`src/rtl/assert_macros.svh`:
```
// Assertion macros for the RTL of the popcount product block.
`ifndef ASSERT_MACROS_SVH
`define ASSERT_MACROS_SVH

`ifndef SYNTHESIS

// Check that a property holds at every rising clock edge outside reset.
`define ASSERT_PROP(label, clk_s, rst_s, prop, msg) \
  label: assert property (@(posedge clk_s) disable iff (rst_s) (prop)) \
    else $error(msg);

// Check that an expression is never true at a rising clock edge outside reset.
`define ASSERT_NEVER(label, clk_s, rst_s, expr, msg) \
  label: assert property (@(posedge clk_s) disable iff (rst_s) !(expr)) \
    else $error(msg);

`else

`define ASSERT_PROP(label, clk_s, rst_s, prop, msg)

`define ASSERT_NEVER(label, clk_s, rst_s, expr, msg)

`endif

`endif

```
`src/rtl/ppm_pkg.sv`:
```
// Types and constants shared by the popcount product block.
`default_nettype none

package ppm_pkg;

  // Fixed field widths
  localparam int LIMIT_WIDTH = 50;
  localparam int MOD_WIDTH   = 32;
  localparam int COUNT_WIDTH = LIMIT_WIDTH + 1;
  localparam int ONES_WIDTH  = $clog2(LIMIT_WIDTH + 1);

  localparam logic [MOD_WIDTH-1:0] MODULUS_RESET = 32'd10000007;

  // One Pascal row of binomials and the vector of class counts
  typedef logic [LIMIT_WIDTH-1:0] row_t [LIMIT_WIDTH];
  typedef logic [COUNT_WIDTH-1:0] count_vec_t [COUNT_WIDTH];

  // Main sequencer
  typedef enum logic [2:0] {
    S_IDLE,
    S_SCAN,
    S_LOAD,
    S_POW,
    S_MUL,
    S_NEXT,
    S_FINISH
  } seq_state_t;

  // Where a finished modular product is written back
  typedef enum logic [1:0] {
    DEST_ACC,
    DEST_PACC,
    DEST_BASE
  } mul_dest_t;

  // Modular multiply unit
  typedef enum logic [1:0] {
    MM_IDLE,
    MM_RED,
    MM_DONE
  } mm_state_t;

endpackage

`default_nettype wire

```
`src/rtl/ppm_mulmod.sv`:
```
// Shared modular multiply unit: one 32x32 product, then bit-serial reduction.
`default_nettype none

module ppm_mulmod (
  input  logic                         clk,
  input  logic                         rst,
  input  logic                         start,
  input  logic [ppm_pkg::MOD_WIDTH-1:0] a,
  input  logic [ppm_pkg::MOD_WIDTH-1:0] b,
  input  logic [ppm_pkg::MOD_WIDTH:0]   m,
  output logic                         done,
  output logic [ppm_pkg::MOD_WIDTH-1:0] r
);
  import ppm_pkg::*;

  localparam int STEP_WIDTH = $clog2(MOD_WIDTH);
  localparam int PROD_WIDTH = 2 * MOD_WIDTH;

  mm_state_t              state;
  mm_state_t              state_next;
  logic [PROD_WIDTH-1:0]  prod;
  logic [MOD_WIDTH:0]     rem;
  logic [MOD_WIDTH:0]     rem_next;
  logic [MOD_WIDTH-1:0]   low;
  logic [STEP_WIDTH-1:0]  step;
  logic [MOD_WIDTH+1:0]   trial;
  logic [MOD_WIDTH+1:0]   diff;
  logic                   fits;

  // Full product of the two operands
  assign prod = {{MOD_WIDTH{1'b0}}, a} * {{MOD_WIDTH{1'b0}}, b};

  // One restoring step: bring in the next low bit, subtract the modulus if it fits
  always_comb begin
    trial    = {rem, low[MOD_WIDTH-1]};
    diff     = trial - {1'b0, m};
    fits     = (trial >= {1'b0, m});
    rem_next = fits ? diff[MOD_WIDTH:0] : trial[MOD_WIDTH:0];
  end

  // State register
  always_ff @(posedge clk) begin
    if (rst) begin
      state <= MM_IDLE;
    end else begin
      state <= state_next;
    end
  end

  // Next state
  always_comb begin
    state_next = state;
    unique case (state)
      MM_IDLE: begin
        if (start) begin
          state_next = MM_RED;
        end
      end
      MM_RED: begin
        if (step == STEP_WIDTH'(MOD_WIDTH - 1)) begin
          state_next = MM_DONE;
        end
      end
      MM_DONE: begin
        state_next = MM_IDLE;
      end
      default: begin
        state_next = MM_IDLE;
      end
    endcase
  end

  // Datapath: the high half is already below the modulus, so it seeds the remainder
  always_ff @(posedge clk) begin
    unique case (state)
      MM_IDLE: begin
        if (start) begin
          rem  <= {1'b0, prod[PROD_WIDTH-1:MOD_WIDTH]};
          low  <= prod[MOD_WIDTH-1:0];
          step <= '0;
        end
      end
      MM_RED: begin
        rem  <= rem_next;
        low  <= low << 1;
        step <= step + STEP_WIDTH'(1);
      end
      default: begin
      end
    endcase
  end

  assign done = (state == MM_DONE);
  assign r    = rem[MOD_WIDTH-1:0];

endmodule

`default_nettype wire

```
`config.mk`:
```
export PLATFORM = sky130hd
export DESIGN_NAME = ppm_mulmod
export DESIGN_NICKNAME = d
export VERILOG_FILES = /design/src/rtl/assert_macros.svh /design/src/rtl/ppm_pkg.sv /design/src/rtl/ppm_mulmod.sv
export SDC_FILE = /design/constraint.sdc
export NUM_CORES = 2
export LEC_CHECK = 0
export BUFFER_PORTS_ARGS = -buffer_cell sky130_fd_sc_hd__buf_4
export CAP_MARGIN = 15
export CORE_MARGIN = 2
export CORE_UTILIZATION = 34
export CTS_CLUSTER_SIZE = 20
export DETAILED_ROUTE_END_ITERATION = 6
export PLACE_DENSITY = 0.59
export SYNTH_ARGS = -nofsm -noshare
export SYNTH_HDL_FRONTEND = slang
export SYNTH_SLANG_ARGS = --single-unit
```
`constraint.sdc`:
```
create_clock -name clk -period 10.9 [get_ports clk]
set_clock_uncertainty 0.15 [all_clocks]
set_input_delay 1.09 -clock clk [delete_from_list [all_inputs] [get_ports clk]]
set_output_delay 1.09 -clock clk [all_outputs]
set_load 0.01 [all_outputs]
```
# Word level (Yosys, flattened, before mapping)
# Cells that the tools add are included.
# classes
mul,1
muxes,10
magnitude_cmp,1
add_sub_neg,2
n_reduce_logical,4
eq_ne,5
# op_table
op,n
33-bit 2-to-1 mux,2
33-bit case mux with 2 select lines,1
32-bit by 32-bit multiplier with 64-bit output,1
32-bit case mux with 2 select lines,1
34-bit by 33-bit >= comparator with 1-bit output,1
33-bit subtractor,1
32-bit 2-to-1 mux,1
5-bit case mux with 2 select lines,1
5-bit by 1-bit adder with 5-bit output (second input constant),1
5-bit == test (second input constant),1
5-bit 2-to-1 mux,1
2-bit 2-to-1 mux,2
2-bit inequality test (second input constant),2
2-bit case mux with 2 select lines,1
2-bit AND reduction,2
2-bit by 1-bit == test with 1-bit output (second input constant),1
2-bit == test (second input constant),1
2-bit zero test,1
2-bit nonzero test,1
# word_totals
register_bits,72
elab_cells,27
input_bits,100

# Depth between registers and ports, before layout
# logic_depth
depth_word,3
ltp_mapped,28
depth_no_buf,26

# Worst setup path before layout
# OpenSTA, ideal clock, no wires.
# synth_timing
path_kind,input port to flip-flop
start,input port a[25] in the netlist's numbering
end,register rem[30] (data pin)
path_buffers,2
t_arrival_ps,7702
setup_ps,270
stages,26
slack_ps,2778
cell_sequence,clkbuf_1 -> and2_1 -> fa_1 -> fa_1 -> inv_1 -> fa_1 -> fa_1 -> inv_1 -> fa_1 -> fa_1 -> fa_1 -> inv_1 -> fa_1 -> inv_1 -> ha_1 -> clkbuf_1 -> nand4_1 -> nor4_2 -> nand3_1 -> o211ai_1 -> o21ai_0 -> o211ai_1 -> a21oi_1 -> o31ai_1 -> xnor2_1 -> mux2i_1
# synth_between
elab_chain_cells,3
# synth_lines
element,line,text
"start, declared",ppm_mulmod.sv:8,"input logic [ppm_pkg::MOD_WIDTH-1:0] a,"
32-bit by 32-bit multiplier with 64-bit output,ppm_mulmod.sv:31,"assign prod = {{MOD_WIDTH{1'b0}}, a} * {{MOD_WIDTH{1'b0}}, b};"
33-bit 2-to-1 mux,ppm_mulmod.sv:77,if (start) begin
33-bit case mux with 2 select lines,ppm_mulmod.sv:75,unique case (state)
"end signal, assigned",ppm_mulmod.sv:78,"rem <= {1'b0, prod[PROD_WIDTH-1:MOD_WIDTH]};"
"end signal, assigned",ppm_mulmod.sv:84,rem <= rem_next;
"end, declared",ppm_mulmod.sv:22,logic [MOD_WIDTH:0] rem;
# Every way passes these cells. The select of a mux whose other input is x is not followed.
# A chain may end at the register's enable or synchronous reset.

# Worst setup path after layout
# layout_timing
start,input port b[9] in the netlist's numbering
end,register rem[31] (data pin)
# layout_between
elab_chain_cells,3
# layout_lines
element,line,text
"start, declared",ppm_mulmod.sv:9,"input logic [ppm_pkg::MOD_WIDTH-1:0] b,"
32-bit by 32-bit multiplier with 64-bit output,ppm_mulmod.sv:31,
33-bit 2-to-1 mux,ppm_mulmod.sv:77,
33-bit case mux with 2 select lines,ppm_mulmod.sv:75,
# Every way passes these cells. The select of a mux whose other input is x is not followed.

==> impl_results.md <==
- Req. time, crit path: 10820 ps
- CTS tree: yes
- Reg-to-reg slack, setup: 6800 ps
- I/O pin count: 133
- Nets@finish: 5410
- Peak fanout along the critical path: 32
- Setup TNS: 0 ps
- Die Wd: 340 um
- Post-synthesis sequential area ratio: 5.58%
- Vias in the first global route: 30100
- Synth top area share: 46.8%
- Initial antenna violation count: 10
- Synth area leaders: fa_1 (47%), and2_1 (9.7%), ha_1 (9.7%)
- Total Routing Usage GR: 19.4%
- #FFs+latches synth: 72
- Ys async rst share: 0%
- GPL Wtd Cong: 0.895
- Most Frequent Cell on Critical Path: fa_1
- Initial drt markers: 1668
- Clk buf depth: 2
- Relative slew slack: 32.1%
- Share of cells above drive strength 1: 4.37%
- Fmax: 114 MHz
- Total setup buffers inserted after CTS: 0
- Pre-CTS setup slack: 1830 ps
- H-Tree Depth: 3
- Via/cell ratio: 4.96
- Post-synth EDFFs: 70
- Startpoint Class: primary input
- Final Slew Violations: 0
- Mapped Nets: 5523
- CTS Sinks: 72
- Hold buffers post-CTS: 0
- Critical Path, Cell by Cell: buf_4, and2_1, fa_1, fa_1, inv_1, fa_1, fa_1, fa_1, inv_1, fa_1, fa_1, fa_1, ha_1, a21oi_1, o21ai_1, o21ai_0, a2111oi_0, o21ai_1, a21oi_2, and4_4, a2111oi_4, xnor2_1, a22oi_2
- Synth area leader: fa_1
- WHS Path Cells: 2
- Die Area: 116000 um2
- Critical path launch point: b[9]
- Initial Utilization: 34.2%
- CORE AREA: 112000 um2
- YS warnings: 0
- Routed length per placed instance: 19.7 um
- Latest clock arrival within the worst-skew pair: 350 ps
- Drt pass-1 iters: 7
- WP data arrival: 8700 ps
- DP Wirelength: 84900 um
- Area after DPL: 40200 um2
- Cell area after layout: 40500 um2
- RR Endpoint: rem[13]
- CP Buf/Inv Count: 3
- Final Hold Fails: 0
- Reg2Reg Depth: 14
- Root Buffer: clkbuf_16
- Hold Crit Class: reg -> reg
- Levels on crit path: 23
- Final setup fails: 0
- Tightest Pin Transition: 1020 ps
- Final cycle utilization of the critical path: 80.5%
- Reg clk slew, reported paths: 70 ps
- Mapped Cells: 4228
- Critical path's largest stage delay: 600 ps
- Maxcap violations: 0
- Origin of the critical flop-to-flop path: low[31]
- Overall routed net length: 111000 um
- Largest delay share family, worst path: adder cells
- Average cell area after synthesis: 9.08 um2
- Congestion Overflow GR: 0
- CTS Buf Count: 9
- # DRC: 0
- Min Tclk post-route: 8780 ps
- First-pass GRT wire length: 174000 um
- PnR worst setup slack: 2120 ps
- Slowest cell on the critical path: a2111oi_0
- Final ANT Viol Nets: 0
- Row Count: 123
- Run status: complete, no violations
- Post-synthesis cell type count: 71
- RSZ-0062 raised after global routing: no
- End point of the critical path: rem[31]
- Port-buffer cells: 132
- CP Capture Type: flip-flop
- Area growth, synth to finish: 5.50%
- Cts repair resizes: 0
- Vias: 27900
- Primary FF master, synth: edfxtp_1
- Worst setup path category: in -> reg
- Largest net degree at the start of global routing: 71
- Die Ht: 340 um
- Synth Cell Area: 38400 um2
- Fillers: 11500
cells by family after synthesis:
group / synth area share [%]
AO/OA/AOI/OAI: 6.18
XOR/XNOR: 2.01
adder cells (fa/ha/maj): 56.5
buffers and inverters: 11.5
flip-flops: 5.58
multiplexers: 0.551
AND/OR/NAND/NOR: 17.7
cells in the final DEF, fill, tap and decap left out, types with 24 or more instances in the layout:
master      n
fa_1      897
xnor2_1    60
nor2_1     94
inv_1     888
xor2_1     28
a21o_1     42
and2_1    597
ha_1      298
a31oi_1    24
nand2_1   546
buf_4     136
o21ai_0    63
edfxtp_1   70
a21oi_1   122
cells in the mapped netlist, drive strengths merged (2+ instances only):
master,n
a2111oi,6
a211o,4
a211oi,8
a21boi,7
a21o,42
a21oi,125
a221o,3
a221oi,6
a22oi,2
a311oi,2
a31o,2
a31oi,24
and2,597
and3,11
and4,4
buf,39
clkbuf,221
dfxtp,2
edfxtp,70
fa,897
ha,298
inv,888
mux2i,20
nand2,546
nand2b,9
nand3,21
nand4,21
nor2,96
nor2b,13
nor3,12
nor4,3
o211ai,7
o21a,17
o21ai,73
o21bai,12
o22ai,5
o31a,4
o31ai,5
or2,3
or3b,2
xnor2,60
xor2,28
layout make-up:
type	instances	area (um2)	area share (%)
antenna	3	7.51	0.0185
clock buffer	11	233	0.574
clock inverter	5	57.6	0.142
inverter	888	3330	8.23
multi-input combinational	3008	31800	78.6
sequential	72	2140	5.29
tap	1500	1880	4.63
timing repair buffer	136	1020	2.52
worst min-delay path by stage:
stage / start / slack, ps / endpoint
floorplan: state[1] / 300 / state[0]
detailed placement: low[0] / 350 / low[1]
global route: low[3] / 390 / low[4]
finish: low[0] / 360 / low[1]
CTS: low[0] / 370 / low[1]
global placement: low[1] / 340 / low[2]
state kept, by name, summed over array words and instances (netlist names):
register,cells
low,32
rem,33
state,2
step,5
worst register-to-register path: stages (launching register included):
cell       delay [ps]
edfxtp_1          380
inv_1              60
ha_1              200
fa_1              370
and2b_1           250
o31a_1            180
o21ai_2           100
a2111oi_4         470
a2111oi_4         120
a211oi_2          330
o21ai_1           160
nand2_1           200
buf_4             390
mux2i_1           350
mux2i_1           110
per-stage QoR:
step / util, % / cells / hold slack, ps
floorplan: - / 4228 / 299
global placement: 35.8 / 5604 / 338
detailed placement: 35.8 / 5604 / 352
CTS: 36.1 / 5620 / 368
global route: 36.1 / 5621 / 388
finish: 36.1 / 5623 / 363
metal layers:
layer | global-route usage (%) | part of all wire (%) | vias up
li1 | - | - | 12300
met1 | 24.9 | 41 | 14600
met2 | 33.9 | 50 | 765
met3 | 1.98 | 4.7 | 180
met4 | 7.20 | 4.0 | 10
met5 | 0 | 0.062 | -
Power is left out: the tool's default activity adds up to more than one toggle a clock period on the data nets, which glitch-free logic cannot reach.
